## src/lfsc_pkg.sv

```systemverilog
package lfsc_pkg;

    // Default nesting capacity
    localparam int LEVELS_DEF = 64;

    // Field widths
    localparam int CHAR_W = 8;
    localparam int ERR_W  = 10;
    localparam int GRP_W  = 10;
    localparam int DEEP_W = 6;
    localparam int CNT_W  = 4;   // [1:0] connectives, [3:2] operands

    localparam logic [GRP_W-1:0]  GRP_INIT = GRP_W'(2);
    localparam logic [GRP_W-1:0]  GRP_MAX  = GRP_W'(1023);
    localparam logic [DEEP_W-1:0] DEEP_MAX = DEEP_W'(63);

    // Character codes
    localparam logic [CHAR_W-1:0] CH_SPACE = 8'h20;
    localparam logic [CHAR_W-1:0] CH_BANG  = 8'h21;
    localparam logic [CHAR_W-1:0] CH_AMP   = 8'h26;
    localparam logic [CHAR_W-1:0] CH_LPAR  = 8'h28;
    localparam logic [CHAR_W-1:0] CH_RPAR  = 8'h29;
    localparam logic [CHAR_W-1:0] CH_GT    = 8'h3E;
    localparam logic [CHAR_W-1:0] CH_BAR   = 8'h7C;
    localparam logic [CHAR_W-1:0] CH_UA    = 8'h41;
    localparam logic [CHAR_W-1:0] CH_UZ    = 8'h5A;
    localparam logic [CHAR_W-1:0] CH_LA    = 8'h61;
    localparam logic [CHAR_W-1:0] CH_LZ    = 8'h7A;
    localparam logic [CHAR_W-1:0] CASE_OFF = 8'h20;

    // Error mask bit positions
    localparam int E_BAD_CHAR = 0;
    localparam int E_TRAILING = 1;
    localparam int E_NO_OPEN  = 2;
    localparam int E_NO_CLOSE = 3;
    localparam int E_UNBAL    = 4;
    localparam int E_CONN_POS = 5;
    localparam int E_BANG     = 6;
    localparam int E_CONN_CNT = 7;
    localparam int E_OPND_CNT = 8;
    localparam int E_TOO_DEEP = 9;

    // One result transaction
    typedef struct packed {
        logic [ERR_W-1:0]  error_mask;
        logic [GRP_W-1:0]  group_count;
        logic [DEEP_W-1:0] deepest;
    } t_result;

    function automatic logic is_conn(input logic [CHAR_W-1:0] c);
        return (c == CH_GT) || (c == CH_AMP) || (c == CH_BAR);
    endfunction

endpackage

```

## src/logic_formula_syntax_checker_unit.sv

```systemverilog
// Channel  | Direction | Handshake           | Payload
// ---------+-----------+---------------------+------------------------------------------
// input    | in        | i_valid / o_ready   | i_char_code[7:0], i_last
// result   | out       | o_valid / i_ready   | o_error_mask[9:0], o_group_count[9:0],
//          |           |                     | o_deepest[5:0]
//
// One character per cycle while o_ready is high. A result is registered into a
// two-entry output buffer when its last character is taken.
// o_ready falls only while both buffer slots hold results.
// The per-level counter RAM has one read and one write port; the level below the
// current one is read every cycle so that a ')' needs no wait.
// Synchronous active-low reset; the RAM is not cleared, each entry is written
// before it is ever read.
module logic_formula_syntax_checker_unit #(
    parameter int LEVELS = lfsc_pkg::LEVELS_DEF
) (
    input  logic                                i_clk,
    input  logic                                i_rst_n,
    input  logic                                i_valid,
    output logic                                o_ready,
    input  logic [lfsc_pkg::CHAR_W-1:0]         i_char_code,
    input  logic                                i_last,
    output logic                                o_valid,
    input  logic                                i_ready,
    output logic [lfsc_pkg::ERR_W-1:0]          o_error_mask,
    output logic [lfsc_pkg::GRP_W-1:0]          o_group_count,
    output logic [lfsc_pkg::DEEP_W-1:0]         o_deepest
);

    localparam int DEEP_TOP = (LEVELS - 1 > 63) ? 63 : LEVELS - 1;

    logic              in_accept;
    logic              res_valid;
    logic              buf_full;
    lfsc_pkg::t_result res;
    lfsc_pkg::t_result out_data;

    assign o_ready   = !buf_full;
    assign in_accept = i_valid && o_ready;

    lfsc_core #(
        .LEVELS (LEVELS)
    ) u_core (
        .i_clk       (i_clk),
        .i_rst_n     (i_rst_n),
        .i_accept    (in_accept),
        .i_char_code (i_char_code),
        .i_last      (i_last),
        .o_res_valid (res_valid),
        .o_res       (res)
    );

    lfsc_outbuf u_outbuf (
        .i_clk   (i_clk),
        .i_rst_n (i_rst_n),
        .i_push  (res_valid),
        .i_data  (res),
        .o_full  (buf_full),
        .o_valid (o_valid),
        .i_ready (i_ready),
        .o_data  (out_data)
    );

    assign o_error_mask  = out_data.error_mask;
    assign o_group_count = out_data.group_count;
    assign o_deepest     = out_data.deepest;

    // A result is only produced when the buffer has room for it
    a_push_room: assert property (@(posedge i_clk) disable iff (!i_rst_n)
        res_valid |-> o_ready)
        else $error("result pushed into full output buffer");

    // Group count never drops below its start value
    a_group_min: assert property (@(posedge i_clk) disable iff (!i_rst_n)
        o_valid |-> (o_group_count >= lfsc_pkg::GRP_INIT))
        else $error("group count below two");

    // Too-deep error implies the deepest level reached the top level
    a_too_deep: assert property (@(posedge i_clk) disable iff (!i_rst_n)
        (o_valid && o_error_mask[lfsc_pkg::E_TOO_DEEP]) |-> (int'(o_deepest) == DEEP_TOP))
        else $error("too-deep error without reaching top level");

endmodule

```

## src/lfsc_ram.sv

```systemverilog
module lfsc_ram #(
    parameter int WIDTH = lfsc_pkg::CNT_W,
    parameter int DEPTH = lfsc_pkg::LEVELS_DEF
) (
    input  logic                     i_clk,
    input  logic                     i_we,
    input  logic [$clog2(DEPTH)-1:0] i_waddr,
    input  logic [WIDTH-1:0]         i_wdata,
    input  logic [$clog2(DEPTH)-1:0] i_raddr,
    output logic [WIDTH-1:0]         o_rdata
);

    logic [WIDTH-1:0] r_mem [DEPTH];
    logic [WIDTH-1:0] r_rdata;

    // One write port, one registered read port
    always_ff @(posedge i_clk) begin
        if (i_we) begin
            r_mem[i_waddr] <= i_wdata;
        end
        r_rdata <= r_mem[i_raddr];
    end

    assign o_rdata = r_rdata;

endmodule

```

## src/lfsc_core.sv

```systemverilog
module lfsc_core #(
    parameter int LEVELS = lfsc_pkg::LEVELS_DEF
) (
    input  logic                          i_clk,
    input  logic                          i_rst_n,
    input  logic                          i_accept,
    input  logic [lfsc_pkg::CHAR_W-1:0]   i_char_code,
    input  logic                          i_last,
    output logic                          o_res_valid,
    output lfsc_pkg::t_result             o_res
);

    localparam int AW = $clog2(LEVELS);
    localparam int NW = $clog2(LEVELS + 1);
    localparam int CW = (NW > lfsc_pkg::DEEP_W) ? NW : lfsc_pkg::DEEP_W;

    typedef enum logic {
        PH_FIRST,
        PH_RUN
    } t_phase;

    // Registers
    t_phase                          r_phase;
    logic [NW-1:0]                   r_nest;
    logic                            r_neg;      // nesting dropped below level 0
    logic [lfsc_pkg::CNT_W-1:0]      r_cur;      // cached counters of current level
    logic                            r_use_rd;   // current level comes from RAM read
    logic [lfsc_pkg::CHAR_W-1:0]     r_prev;
    logic                            r_bang_pend;
    logic [lfsc_pkg::ERR_W-1:0]      r_err;
    logic [lfsc_pkg::GRP_W-1:0]      r_grp;
    logic [lfsc_pkg::DEEP_W-1:0]     r_deep;

    // Next values
    t_phase                          n_phase;
    logic [NW-1:0]                   n_nest;
    logic                            n_neg;
    logic [lfsc_pkg::CNT_W-1:0]      n_cur;
    logic                            n_use_rd;
    logic [lfsc_pkg::CHAR_W-1:0]     n_prev;
    logic                            n_bang_pend;
    logic [lfsc_pkg::ERR_W-1:0]      n_err;
    logic [lfsc_pkg::GRP_W-1:0]      n_grp;
    logic [lfsc_pkg::DEEP_W-1:0]     n_deep;

    // Combinational
    logic [lfsc_pkg::CHAR_W-1:0]     fold;
    logic                            f_conn;
    logic                            f_opnd;
    logic                            f_alpha;
    logic [lfsc_pkg::ERR_W-1:0]      err_a;
    logic                            halted_a;
    logic                            do_check;
    logic                            checked_end;
    logic [lfsc_pkg::CNT_W-1:0]      cur;
    logic [lfsc_pkg::CNT_W-1:0]      rd_data;
    logic [1:0]                      cc;
    logic [1:0]                      oc;
    logic [NW-1:0]                   nest_m1;
    logic [CW-1:0]                   d_ext;
    logic                            ram_we;
    logic [lfsc_pkg::CHAR_W-1:0]     prev_end;
    lfsc_pkg::t_result               res;

    // Level counter store, one entry per nesting level
    lfsc_ram #(
        .WIDTH (lfsc_pkg::CNT_W),
        .DEPTH (LEVELS)
    ) u_level_ram (
        .i_clk   (i_clk),
        .i_we    (ram_we),
        .i_waddr (r_nest[AW-1:0]),
        .i_wdata ({oc, cc}),
        .i_raddr (nest_m1[AW-1:0]),
        .o_rdata (rd_data)
    );

    // Level below is always being read so a ')' can pick it up next cycle
    assign nest_m1 = r_nest - NW'(1);
    assign cur     = r_use_rd ? rd_data : r_cur;
    assign d_ext   = CW'(r_nest);

    // Classify the folded character
    always_comb begin
        fold = i_char_code;
        if (i_char_code >= lfsc_pkg::CH_LA && i_char_code <= lfsc_pkg::CH_LZ) begin
            fold = i_char_code - lfsc_pkg::CASE_OFF;
        end
        f_alpha = (fold >= lfsc_pkg::CH_UA) && (fold <= lfsc_pkg::CH_UZ);
        f_conn  = lfsc_pkg::is_conn(fold);
        f_opnd  = (fold == lfsc_pkg::CH_LPAR) || f_alpha;
    end

    // Deferred '!' rule of the previous character, then halt test
    always_comb begin
        err_a = r_err;
        if (r_phase == PH_RUN && r_bang_pend && !lfsc_pkg::is_conn(i_char_code)) begin
            err_a[lfsc_pkg::E_BANG] = 1'b1;
        end
        halted_a = |(err_a & ~(lfsc_pkg::ERR_W'(1) << lfsc_pkg::E_NO_OPEN));
        do_check = i_accept && (r_phase == PH_RUN) && !halted_a;
    end

    // Per-character check, level update and end checks
    always_comb begin
        n_phase     = r_phase;
        n_nest      = r_nest;
        n_neg       = r_neg;
        n_cur       = cur;
        n_use_rd    = 1'b0;
        n_prev      = r_prev;
        n_bang_pend = r_bang_pend;
        n_err       = r_err;
        n_grp       = r_grp;
        n_deep      = r_deep;
        ram_we      = 1'b0;
        cc          = cur[1:0];
        oc          = cur[3:2];
        checked_end = 1'b0;
        prev_end    = r_prev;

        if (i_accept) begin
            n_err       = err_a;
            n_bang_pend = 1'b0;
        end

        if (i_accept && r_phase == PH_FIRST) begin
            if (i_char_code != lfsc_pkg::CH_LPAR) begin
                n_err[lfsc_pkg::E_NO_OPEN] = 1'b1;
            end
            n_prev      = i_char_code;
            n_phase     = PH_RUN;
            checked_end = 1'b1;
        end

        if (do_check) begin
            checked_end = 1'b1;
            if (!(fold == lfsc_pkg::CH_SPACE || fold == lfsc_pkg::CH_BANG || f_conn ||
                  fold == lfsc_pkg::CH_LPAR || fold == lfsc_pkg::CH_RPAR || f_alpha)) begin
                n_err[lfsc_pkg::E_BAD_CHAR] = 1'b1;
            end
            if (f_conn && cc != 2'd3) begin
                cc = cc + 2'd1;
            end
            if (f_opnd && oc != 2'd3) begin
                oc = oc + 2'd1;
            end
            if (f_conn && oc != 2'd1) begin
                n_err[lfsc_pkg::E_CONN_POS] = 1'b1;
            end
            // '!' needs a connective on one side
            if (fold == lfsc_pkg::CH_BANG && !lfsc_pkg::is_conn(r_prev)) begin
                if (i_last) begin
                    n_err[lfsc_pkg::E_BANG] = 1'b1;
                end else begin
                    n_bang_pend = 1'b1;
                end
            end
            n_cur = {oc, cc};
            if (d_ext > CW'(r_deep)) begin
                n_deep = (d_ext > CW'(lfsc_pkg::DEEP_MAX)) ? lfsc_pkg::DEEP_MAX
                                                           : d_ext[lfsc_pkg::DEEP_W-1:0];
            end
            if (fold == lfsc_pkg::CH_LPAR) begin
                // Save this level, open a fresh one
                ram_we = 1'b1;
                if (r_grp != lfsc_pkg::GRP_MAX) begin
                    n_grp = r_grp + lfsc_pkg::GRP_W'(1);
                end
                if (r_nest == NW'(LEVELS - 1)) begin
                    n_err[lfsc_pkg::E_TOO_DEEP] = 1'b1;
                end
                n_nest = r_nest + NW'(1);
                n_cur  = '0;
            end else if (fold == lfsc_pkg::CH_RPAR) begin
                if (cc != 2'd1) begin
                    n_err[lfsc_pkg::E_CONN_CNT] = 1'b1;
                end
                if (oc != 2'd2) begin
                    n_err[lfsc_pkg::E_OPND_CNT] = 1'b1;
                end
                n_use_rd = 1'b1;
                if (r_nest == '0) begin
                    n_neg = 1'b1;
                    if (!i_last) begin
                        n_err[lfsc_pkg::E_TRAILING] = 1'b1;
                    end
                end else begin
                    n_nest = nest_m1;
                end
            end
            n_prev = fold;
        end

        prev_end = n_prev;
        if (i_accept && i_last && checked_end) begin
            if (prev_end != lfsc_pkg::CH_RPAR) begin
                n_err[lfsc_pkg::E_NO_CLOSE] = 1'b1;
            end
            if (!n_neg) begin
                n_err[lfsc_pkg::E_UNBAL] = 1'b1;
            end
        end

        res.error_mask  = n_err;
        res.group_count = n_grp;
        res.deepest     = n_deep;
    end

    // State and registered control
    always_ff @(posedge i_clk) begin
        if (!i_rst_n || (i_accept && i_last)) begin
            r_phase     <= PH_FIRST;
            r_nest      <= '0;
            r_neg       <= 1'b0;
            r_cur       <= '0;
            r_use_rd    <= 1'b0;
            r_prev      <= '0;
            r_bang_pend <= 1'b0;
            r_err       <= '0;
            r_grp       <= lfsc_pkg::GRP_INIT;
            r_deep      <= '0;
        end else begin
            r_phase     <= n_phase;
            r_nest      <= n_nest;
            r_neg       <= n_neg;
            r_cur       <= n_cur;
            r_use_rd    <= n_use_rd;
            r_prev      <= n_prev;
            r_bang_pend <= n_bang_pend;
            r_err       <= n_err;
            r_grp       <= n_grp;
            r_deep      <= n_deep;
        end
    end

    assign o_res_valid = i_accept && i_last;
    assign o_res       = res;

endmodule

```

## src/lfsc_outbuf.sv

```systemverilog
module lfsc_outbuf (
    input  logic              i_clk,
    input  logic              i_rst_n,
    input  logic              i_push,
    input  lfsc_pkg::t_result i_data,
    output logic              o_full,
    output logic              o_valid,
    input  logic              i_ready,
    output lfsc_pkg::t_result o_data
);

    logic              r_a_valid;
    logic              r_b_valid;
    lfsc_pkg::t_result r_a;
    lfsc_pkg::t_result r_b;
    logic              a_free;

    // Head slot frees when empty or taken this cycle
    assign a_free = !r_a_valid || i_ready;

    // Control
    always_ff @(posedge i_clk) begin
        if (!i_rst_n) begin
            r_a_valid <= 1'b0;
            r_b_valid <= 1'b0;
        end else if (a_free) begin
            if (r_b_valid) begin
                r_a_valid <= 1'b1;
                r_b_valid <= i_push;
            end else begin
                r_a_valid <= i_push;
            end
        end else if (i_push) begin
            r_b_valid <= 1'b1;
        end
    end

    // Payload
    always_ff @(posedge i_clk) begin
        if (a_free) begin
            if (r_b_valid) begin
                r_a <= r_b;
                r_b <= i_data;
            end else begin
                r_a <= i_data;
            end
        end else if (i_push) begin
            r_b <= i_data;
        end
    end

    assign o_full  = r_b_valid;
    assign o_valid = r_a_valid;
    assign o_data  = r_a;

endmodule

```

## config.mk

```make
export PLATFORM = sky130hd
export DESIGN_NAME = logic_formula_syntax_checker_unit
export DESIGN_NICKNAME = d
export VERILOG_FILES = /design/src/lfsc_pkg.sv /design/src/logic_formula_syntax_checker_unit.sv /design/src/lfsc_ram.sv /design/src/lfsc_core.sv /design/src/lfsc_outbuf.sv
export SDC_FILE = /design/constraint.sdc
export NUM_CORES = 1
export LEC_CHECK = 0
export BUFFER_PORTS_ARGS = -buffer_cell sky130_fd_sc_hd__buf_2
export CAP_MARGIN = 40
export CORE_MARGIN = 1.5
export CORE_UTILIZATION = 61
export DETAILED_ROUTE_END_ITERATION = 6
export HOLD_SLACK_MARGIN = 0.15
export PLACE_DENSITY = 0.78
export SLEW_MARGIN = 20
export SYNTH_ARGS = -nofsm -noshare
export SYNTH_HDL_FRONTEND = slang
export SYNTH_SLANG_ARGS = --single-unit
```

## constraint.sdc

```tcl
create_clock -name i_clk -period 12.15 [get_ports i_clk]
set_input_delay 2.43 -clock i_clk [delete_from_list [all_inputs] [get_ports i_clk]]
set_output_delay 2.43 -clock i_clk [all_outputs]
set_load 0.01 [all_outputs]
```

==> results.json, run 1 <==
{
  "status": "complete, no violations",
  "syn-num-nets": 968,
  "route.detailed.drc": 0,
  "pin_count": 41,
  "ant_nets": 0,
  "ir_drop_uv": 128,
  "cts-htree-levels": 2,
  "netlist_area_mm2": 0.0151,
  "final_common_cell": "edfxtp_1",
  "numCtsBuffers": 37,
  "num_vias": 8356,
  "grt_pass1_vias": 8417,
  "viasPerCell": 6.23,
  "fmax_ghz": 0.200,
  "rsz0062_at_grt": "no",
  "cts_tree": "yes",
  "drv_cap": 0,
  "p_leak_nw": 5.87,
  "synth.yosys.seq_area_share": 0.685,
  "synth_area_per_cell_um2": 16.0,
  "synth-main-ff-cell": "edfxtp_1",
  "grt_use_total": 0.247,
  "p_per_area_mw_per_mm2": 146,
  "critPathMaxStageDelay_ps": 750,
  "row_count": 57,
  "relSlewSlack": 0.460,
  "nFillCells": 1584,
  "grt_pass1_wl_um": 48200,
  "gp_congestion": 0.888,
  "seq_area_mm2": 0.0104,
  "nets": 1016,
  "cpLargestDelayFamily": "simple AND/OR/NAND/NOR gates",
  "ctsResizeCount": 0,
  "yosysWarnings": 0,
  "slowest_stage": "nand4_1",
  "rr_worst_depth": 8,
  "crit_buf_inv": 2,
  "drive_gt1_frac": 0.223,
  "cp_cell_sequence": "buf_2 -> nor4b_2 -> o211ai_1 -> buf_4 -> a211oi_2 -> nand4_1 -> nor2_1",
  "port_buffers": 40,
  "antenna_found_initial": 1,
  "layout_setup_ws_ps": 7160,
  "post-route-min-period_ps": 4990,
  "grt_overflow": 0,
  "ctsHoldBuffers": 0,
  "path_depth": 7,
  "first_iter_violations": 817,
  "ys_ff_latch": 363,
  "fin_setup_tns_ps": 0,
  "max-clock-path-buffers": 3,
  "path_clk_slew_ps": 60,
  "worstPathArrival_ps": 5160,
  "clockRootBuffer": "clkbuf_16",
  "synth_edf_count": 308,
  "pre_cts_ws_ps": 6680,
  "holdPathStages": 2,
  "diodes": 0,
  "timing.hold.ws_ps": 456,
  "finClkSkew_ps": 25.1,
  "wl_per_cell_um": 22.5,
  "area_delta_synth_final_pct": 11.4,
  "hpwl_um": 18500,
  "postCtsSetupRepairBufs": 0,
  "hold_viol_final": 0,
  "ys_types": 67,
  "syn_inst": 942,
  "fin_crit_sh": 0.411,
  "initial_core_util": 0.621,
  "insertion_delay_ps": 520,
  "worst_slew_pin_slew_ps": 803,
  "cp-end-kind": "flip-flop",
  "fin_util": 0.692,
  "worst_setup_path_start_kind": "primary input",
  "hold_class": "flip-flop to flip-flop",
  "synthArstFlopShare": 0,
  "wl_um": 30200,
  "finalPower_mw": 2.46,
  "grt_max_degree": 66,
  "mostFrequentLayoutCells": "308 x edfxtp_1, 104 x nor2_1, 80 x mux4_2, 54 x dfxtp_1, 49 x nand2_1",
  "die_h_um": 160,
  "multi_input_area_mm2": 0.00449,
  "drv_slew": 0,
  "firstDrtPassIters": 5,
  "cts_sinks": 363,
  "dieArea_mm2": 0.0257,
  "cp_data_required_time_ps": 12320,
  "path_class": "primary input to flip-flop",
  "core_mm2": 0.0243,
  "setup_violations": 0,
  "fp.dieW_um": 160,
  "cp_max_fo": 13
}
Yosys cell counts, types with 3 or more instances:
master	count	share of area
nand2b_1	8	0.0033
inv_1	29	0.0072
o211ai_1	4	0.0020
xnor2_1	5	0.0029
nor2b_1	5	0.0021
ha_1	13	0.011
o21a_1	3	0.0015
and3_1	10	0.0041
nor2_1	106	0.026
nor3_1	10	0.0033
o22ai_1	7	0.0029
dfxtp_1	55	0.073
nand4_1	7	0.0029
o31a_1	3	0.0017
o21ai_0	18	0.0060
o21ai_1	9	0.0030
or4_1	4	0.0020
a31oi_1	3	0.0012
a21o_1	7	0.0035
mux2i_1	11	0.0073
nor3_2	3	0.0020
buf_1	9	0.0022
mux4_2	80	0.12
a21oi_1	18	0.0060
nand3b_1	4	0.0020
nor3b_2	3	0.0025
edfxtp_1	308	0.61
xor2_1	11	0.0064
nor4_1	5	0.0021
nor3b_1	3	0.0015
and2_1	15	0.0062
buf_2	13	0.0043
nand3_1	21	0.0070
or3b_2	3	0.0017
clkbuf_1	21	0.0052
nand2_1	49	0.012
a211oi_1	4	0.0020
mux2_2	22	0.016
path summary, 6_finish.rpt:
check	start	end	slack [ps]
setup / recovery	i_char_code[0]	u_core.u_level_ram.r_mem[60][3]$_DFFE_PP_	7160
setup reg to reg	u_core.d_ext[0]$_SDFFE_PP0P_	u_core.u_level_ram.o_rdata[1]$_DFF_P_	8170
hold reg to reg	u_core.r_prev[2]$_SDFF_PP0_	u_core.r_prev[2]$_SDFF_PP0_	460
hold / removal	u_core.r_prev[2]$_SDFF_PP0_	u_core.r_prev[2]$_SDFF_PP0_	460
cell type report:
type / count / area share
Multi-Input combinational cell: 505 / 0.267
Clock buffer: 52 / 0.0602
Sequential cell: 363 / 0.615
Tap cell: 324 / 0.0241
Inverter: 30 / 0.00669
Timing Repair Buffer: 53 / 0.0189
Clock inverter: 15 / 0.00781
registers in the layout (all words and copies together) (netlist names), 4 cells and up:
name                        count
u_core.u_level_ram.o_rdata      4
u_core.r_deep                   6
u_core.r_grp                   10
u_outbuf.o_data                26
u_core.d_ext                    7
u_outbuf.r_b                   26
u_core.r_prev                   8
u_core.r_cur                    4
u_core.r_err                   10
u_core.u_level_ram.r_mem      256
power breakdown:
group	leakage (nW)	internal, mW	switching [mW]	total (mW)
clock network	0.557	0.626	0.444	1.07
registers	3.49	1.34	0.00280	1.35
logic	1.82	0.0141	0.0290	0.0431
total	5.87	1.98	0.476	2.46
stage by stage:
stage	instance area [um2]	std cells
after global placement	15600	1272
after detailed placement	15700	1274
after global routing	16800	1342
final	16800	1342
after floorplan	15100	942
after CTS	16800	1341
worst min-delay path, stage by stage (launching register included):
cell	delay [ps]
dfxtp_1	310
nand2_1	50
a21oi_1	50
layer usage:
layer | global-route usage | routed length [um] | part of all wire | vias up
met4 | 0.0769 | 758 | 0.025 | 2
met2 | 0.416 | 15400 | 0.51 | 350
li1 | - | - | - | 3751
met3 | 0.0346 | 1990 | 0.066 | 65
met1 | 0.340 | 12100 | 0.40 | 4188
met5 | 0 | 19 | 0.00063 | -
logic make-up (layout without fill, tap and decap cells):
group / after synthesis / after routing / synth area share
simple gates: 264 / 264 / 0.0863
compound gates: 97 / 97 / 0.0437
mux: 114 / 114 / 0.144
fa+ha+maj: 13 / 13 / 0.0108
xor+xnor: 17 / 17 / 0.0104
buf+inv: 74 / 150 / 0.0197
flops: 363 / 363 / 0.685
No activity file was read; power rests on OpenSTA's default activity.
==> run 2: changes to the inputs <==
Settings changed: ABC_AREA set to 1, CORE_UTILIZATION 61 to 56, PLACE_DENSITY 0.78 to 0.76.
Clock period 12.15 ns to 4.5 ns, I/O delays scaled along.
==> results.json, run 2 <==
{
  "status": "complete, no violations",
  "yosysTopAreaCellShare": 0.593,
  "wl_per_cell_um": 18.9,
  "synth.yosys.seq_area_share": 0.663,
  "area_delta_synth_final_pct": 11.0,
  "wl_um": 34700,
  "pin_count": 41,
  "fin_cells": 1836,
  "synthTopCellsByArea": "edfxtp_1 59%, dfxtp_1 7.1%, nor2_1 6.6%",
  "viasPerCell": 5.80,
  "insertion_delay_ps": 520,
  "seq_area_mm2": 0.0104,
  "ys_types": 46,
  "dp_cells": 1771,
  "p_per_area_mw_per_mm2": 381,
  "core_mm2": 0.0272,
  "worst_setup_path_start_kind": "flip-flop",
  "firstDrtPassIters": 6,
  "synth_common_cells": "308 x edfxtp_1, 273 x nor2_1, 168 x nand2_1",
  "cts_tree": "yes",
  "top_layer": "met4",
  "clockRootBuffer": "clkbuf_16",
  "yosysWarnings": 0,
  "initial_core_util": 0.574,
  "hpwl_um": 22500,
  "largest_reg_flops": 256,
  "largest-register": "u_core.u_level_ram.r_mem",
  "multi_input_area_mm2": 0.00455,
  "antenna_found_initial": 0,
  "cts_sinks": 363,
  "row_count": 60,
  "path_class": "flip-flop to flip-flop",
  "cts-htree-levels": 2,
  "setup_violations": 0,
  "synthArstFlopShare": 0,
  "drive_gt1_frac": 0.103,
  "yosysTopAreaCell": "edfxtp_1",
  "relSlewSlack": 0.401,
  "drv_slew": 0,
  "nFillCells": 2095,
  "postCtsSetupRepairBufs": 0,
  "dr_wl_met2_um": 17000,
  "cp_max_fo": 74,
  "mostFrequentLayoutCells": "308 x edfxtp_1, 273 x nor2_1, 164 x nand2_1, 111 x o21ai_0, 110 x inv_1",
  "wl_met3_um": 2290,
  "fin_crit_sh": 0.674,
  "fmax_ghz": 0.330,
  "synth_edf_count": 308,
  "grt_overflow": 0,
  "port_buffers": 40,
  "p_leak_nw": 5.97,
  "route.detailed.drc": 0,
  "post-route-min-period_ps": 3030,
  "ir_drop_uv": 419,
  "worst_slew_pin_slew_ps": 891,
  "num_vias": 10600,
  "worstPathArrival_ps": 3470,
  "synth-main-ff-cell": "edfxtp_1",
  "synth_area_per_cell_um2": 11.1,
  "met1_length_um": 14600,
  "hold_class": "flip-flop to flip-flop",
  "cp-end-kind": "flip-flop",
  "ys_ff_latch": 363,
  "syn-num-nets": 1435,
  "finClkSkew_ps": 9.65,
  "grt_max_degree": 91,
  "numCtsBuffers": 36,
  "gp_congestion": 0.865,
  "grt_use_total": 0.248,
  "max-clock-path-buffers": 3,
  "dieArea_mm2": 0.0289,
  "first_iter_violations": 1265,
  "nets": 1464,
  "ctsHoldBuffers": 0,
  "rsz0062_at_grt": "no",
  "fin_setup_tns_ps": 0,
  "netlist_area_mm2": 0.0156,
  "hold_viol_final": 0,
  "cp_data_required_time_ps": 4940,
  "syn_inst": 1409,
  "drv_cap": 0,
  "yosysMostFrequentCell": "edfxtp_1",
  "grt_pass1_vias": 10400,
  "grt_pass1_wl_um": 55200,
  "path_clk_slew_ps": 60,
  "die_h_um": 170,
  "ctsResizeCount": 0,
  "diodes": 0,
  "ant_nets": 0,
  "fp.dieW_um": 170,
  "final_common_cell": "edfxtp_1"
}
[run 2: cell types whose count changed after synthesis, sizes merged, moves of 32 or more]
| cell | delta |
|---|---|
| nor2 | +171 |
| clkbuf | +32 |
| o21ai | +102 |
| inv | +91 |
| o32ai | +36 |
| nand2 | +123 |
| mux4 | -80 |
[run 2: path summary, 6_finish.rpt]
check / cells after the start / startpoint / endpoint / slack (ps)
max: 8 / u_core.d_ext[0]$_SDFFE_PP0P_ / u_core.u_level_ram.o_rdata[1]$_DFF_P_ / 1470
min reg2reg: 2 / u_core.r_neg$_SDFF_PP0_ / u_core.r_neg$_SDFF_PP0_ / 460
min: 2 / u_core.r_neg$_SDFF_PP0_ / u_core.r_neg$_SDFF_PP0_ / 460
max reg2reg: 8 / u_core.d_ext[0]$_SDFFE_PP0P_ / u_core.u_level_ram.o_rdata[1]$_DFF_P_ / 1470
[run 2: layer usage]
| layer | global-route usage | up-vias |
|---|---|---|
| met1 | 0.336 | 5127 |
| met5 | 0 | - |
| li1 | - | 5048 |
| met2 | 0.414 | 404 |
| met3 | 0.0316 | 70 |
| met4 | 0.0854 | 0 |
[run 2: power breakdown]
part           internal (mW)  switching (mW)  total, mW  leakage (nW)
Sequential              3.63         0.00912       3.64          3.17
Clock                   1.63            1.20       2.83         0.543
Combinational         0.0417          0.0976      0.139          2.25
Total                   5.30            1.30       6.60          5.97
[run 2: cell type report]
cell class,instances,share of cell area
clock inverter,18,0.00830
tap,372,0.0269
multi-input combinational,856,0.263
sequential,363,0.598
timing repair buffer,58,0.0224
clock buffer,46,0.0554
inverter,123,0.0268
[run 2: through the flow]
stage	total power [mW]	instance area [um2]	hold WS [ps]	utilization	setup WS, ps
finish	6.60	17300	460	0.638	1470
CTS	6.63	17300	457	0.637	1480
floorplan	3.80	15600	432	-	1230
global placement	3.84	16200	446	0.595	1170
global route	6.78	17300	472	0.638	1350
detailed placement	3.85	16200	448	0.596	1080
[run 2: cells by family (layout without fill, tap and decap cells)]
group	Yosys count	after routing	synth area share
adder cells (fa/ha/maj)	13	13	0.0104
buffers and inverters	190	245	0.0472
AO/OA/AOI/OAI	262	262	0.108
XOR/XNOR	12	12	0.00722
flip-flops	363	363	0.663
AND/OR/NAND/NOR	539	539	0.144
multiplexers	30	30	0.0194
[run 2: worst max-delay path: stages (launching register included)]
cell and delay (ps):
dfxtp_4 350, buf_4 560, buf_4 750, nor2_1 120
o32ai_1 370, o21ai_0 120, o21ai_0 290, o211ai_1 190
nand2_1 170
==> run 3: changes to the inputs <==
Clock period 4.5 ns to 2.5 ns, I/O delays scaled along.
==> results.json, run 3 (same netlist as run 2, synthesis figures left out) <==
{
  "status": "complete, but fails checks",
  "violations": "design-rule violations",
  "dieArea_mm2": 0.0289,
  "final_common_cell": "edfxtp_1",
  "rr_worst_depth": 9,
  "finClkSkew_ps": 20.2,
  "initial_core_util": 0.574,
  "path_class": "flip-flop to flip-flop",
  "dp_cells": 1849,
  "cp-end-kind": "flip-flop",
  "startpoint": "u_core.d_ext[2]$_SDFFE_PP0P_",
  "placed_area_mm2": 0.0169,
  "drv_cap": 0,
  "setup_violations": 0,
  "post-route-min-period_ps": 2370,
  "rsz0062_at_grt": "no",
  "worst_setup_path_start_kind": "flip-flop",
  "ant_nets": 0,
  "wl_um": 35500,
  "row_count": 60,
  "postCtsSetupRepairBufs": 0,
  "final_cell_area_mm2": 0.0180,
  "num_vias": 10900,
  "wl_per_cell_um": 18.6,
  "numCtsBuffers": 37,
  "p_leak_nw": 6.38,
  "drv_slew": 0,
  "hold_viol_final": 0,
  "r2r_end": "u_core.u_level_ram.o_rdata[0]$_DFF_P_",
  "clockRootBuffer": "clkbuf_16",
  "holdPathStages": 3,
  "diodes": 0,
  "nets": 1542,
  "mostFrequentLayoutCells": "308 x edfxtp_1, 273 x nor2_1, 163 x nand2_1, 111 x o21ai_0, 110 x inv_1",
  "pre_cts_ws_ps": -146,
  "grt_pass1_vias": 10600,
  "path_clk_slew_ps": 60,
  "insertion_delay_ps": 520,
  "min_to": "u_outbuf.o_valid$_SDFFE_PN0N_",
  "grt_pass1_wl_um": 55700,
  "largest-register": "u_core.u_level_ram.r_mem",
  "area_delta_synth_final_pct": 15.2,
  "cts_sinks": 363,
  "cts-htree-levels": 2,
  "finalPower_mw": 11.8,
  "layout_setup_ws_ps": 134,
  "cts_tree": "yes",
  "worst_slew_pin_slew_ps": 492,
  "fmax_ghz": 0.423,
  "core_mm2": 0.0272,
  "p_per_area_mw_per_mm2": 655,
  "timing.rr.start": "u_core.d_ext[2]$_SDFFE_PP0P_",
  "antenna_found_initial": 0,
  "grt_overflow": 0,
  "gp_congestion": 0.938,
  "hpwl_um": 23600,
  "fp.dieW_um": 170,
  "viasPerCell": 5.69,
  "relSlewSlack": 0.671,
  "route.detailed.drc": 2,
  "worstPathArrival_ps": 2750,
  "firstDrtPassIters": 7,
  "nFillCells": 2002,
  "largest_reg_flops": 256,
  "die_h_um": 170,
  "first_iter_violations": 1344,
  "cp_data_required_time_ps": 2890,
  "cp_max_fo": 17,
  "grt_use_total": 0.251,
  "grt_max_degree": 84,
  "max-clock-path-buffers": 3,
  "pin_count": 41,
  "drive_gt1_frac": 0.145,
  "hp-start": "i_rst_n",
  "ir_drop_uv": 542,
  "timing.hold.ws_ps": 219,
  "rrSetupSlack_ps": 130,
  "port_buffers": 40,
  "fin_cells": 1912,
  "fin_crit_sh": 0.946,
  "hold_class": "primary input to flip-flop"
}
[run 3: cell count changes in the layout (fill, tap and decap cells not counted), sizes merged]
cell,delta
bufinv,-2
inv,-2
buf,+77
clkinv,+1
clkbuf,+2
[run 3: how the worst max path moves through the flow]
stage	to	slack, ps
after floorplan	u_core.u_level_ram.o_rdata[1]$_DFF_P_	20
after global placement	u_core.u_level_ram.r_mem[2][3]$_DFFE_PP_	-70
after detailed placement	u_core.u_level_ram.r_mem[12][0]$_DFFE_PP_	-150
after CTS	u_outbuf.o_data[1]$_DFFE_PN_	120
after global routing	u_core.u_level_ram.r_mem[12][2]$_DFFE_PP_	10
final	u_core.u_level_ram.o_rdata[0]$_DFF_P_	130
[run 3: power breakdown]
part / switching, mW / total, mW / internal (mW)
registers: 0.0172 / 6.55 / 6.53
clock network: 2.15 / 4.96 / 2.81
logic: 0.176 / 0.267 / 0.0904
total: 2.35 / 11.8 / 9.43
[run 3: layout make-up]
type	count	area, um2	share of cell area
flip-flops and latches	363	10400	0.576
multi-input cells	856	4550	0.253
repair buffers	135	1060	0.0591
clock buffers	48	998	0.0555
well taps	372	465	0.0259
inverters	123	464	0.0258
clock inverters	15	77.6	0.00432
[run 3: repair_timing]
| item | CTS | global route |
|---|---|---|
| resized for setup | 0 | 2 |
| endpoints found under the setup margin | 0 | 2 |
| hold buffers | 0 | 0 |
[run 3: critical path: stages, from the launching register on]
cell and delay, ps:
dfxtp_1 370, nor2_1 130, inv_1 80, nor2_2 180, xor2_2 400, inv_2 290
o21ai_0 130, o21ai_0 170, o211ai_1 350, nand2_1 140
[run 3: per-stage QoR]
stage                     setup TNS, ps   util
after floorplan                       0      -
after global placement            -7920  0.621
after detailed placement          -8320  0.622
after CTS                             0  0.661
after global routing                  0  0.661
final                                 0  0.661
[run 3: metal layers]
metal,part of all wire,global-route usage,vias up,routed length [um]
met5,0,0,-,0
met2,0.50,0.429,424,17600
met3,0.073,0.0379,69,2600
met4,0.025,0.0789,0,887
li1,-,-,5194,-
met1,0.41,0.330,5196,14500
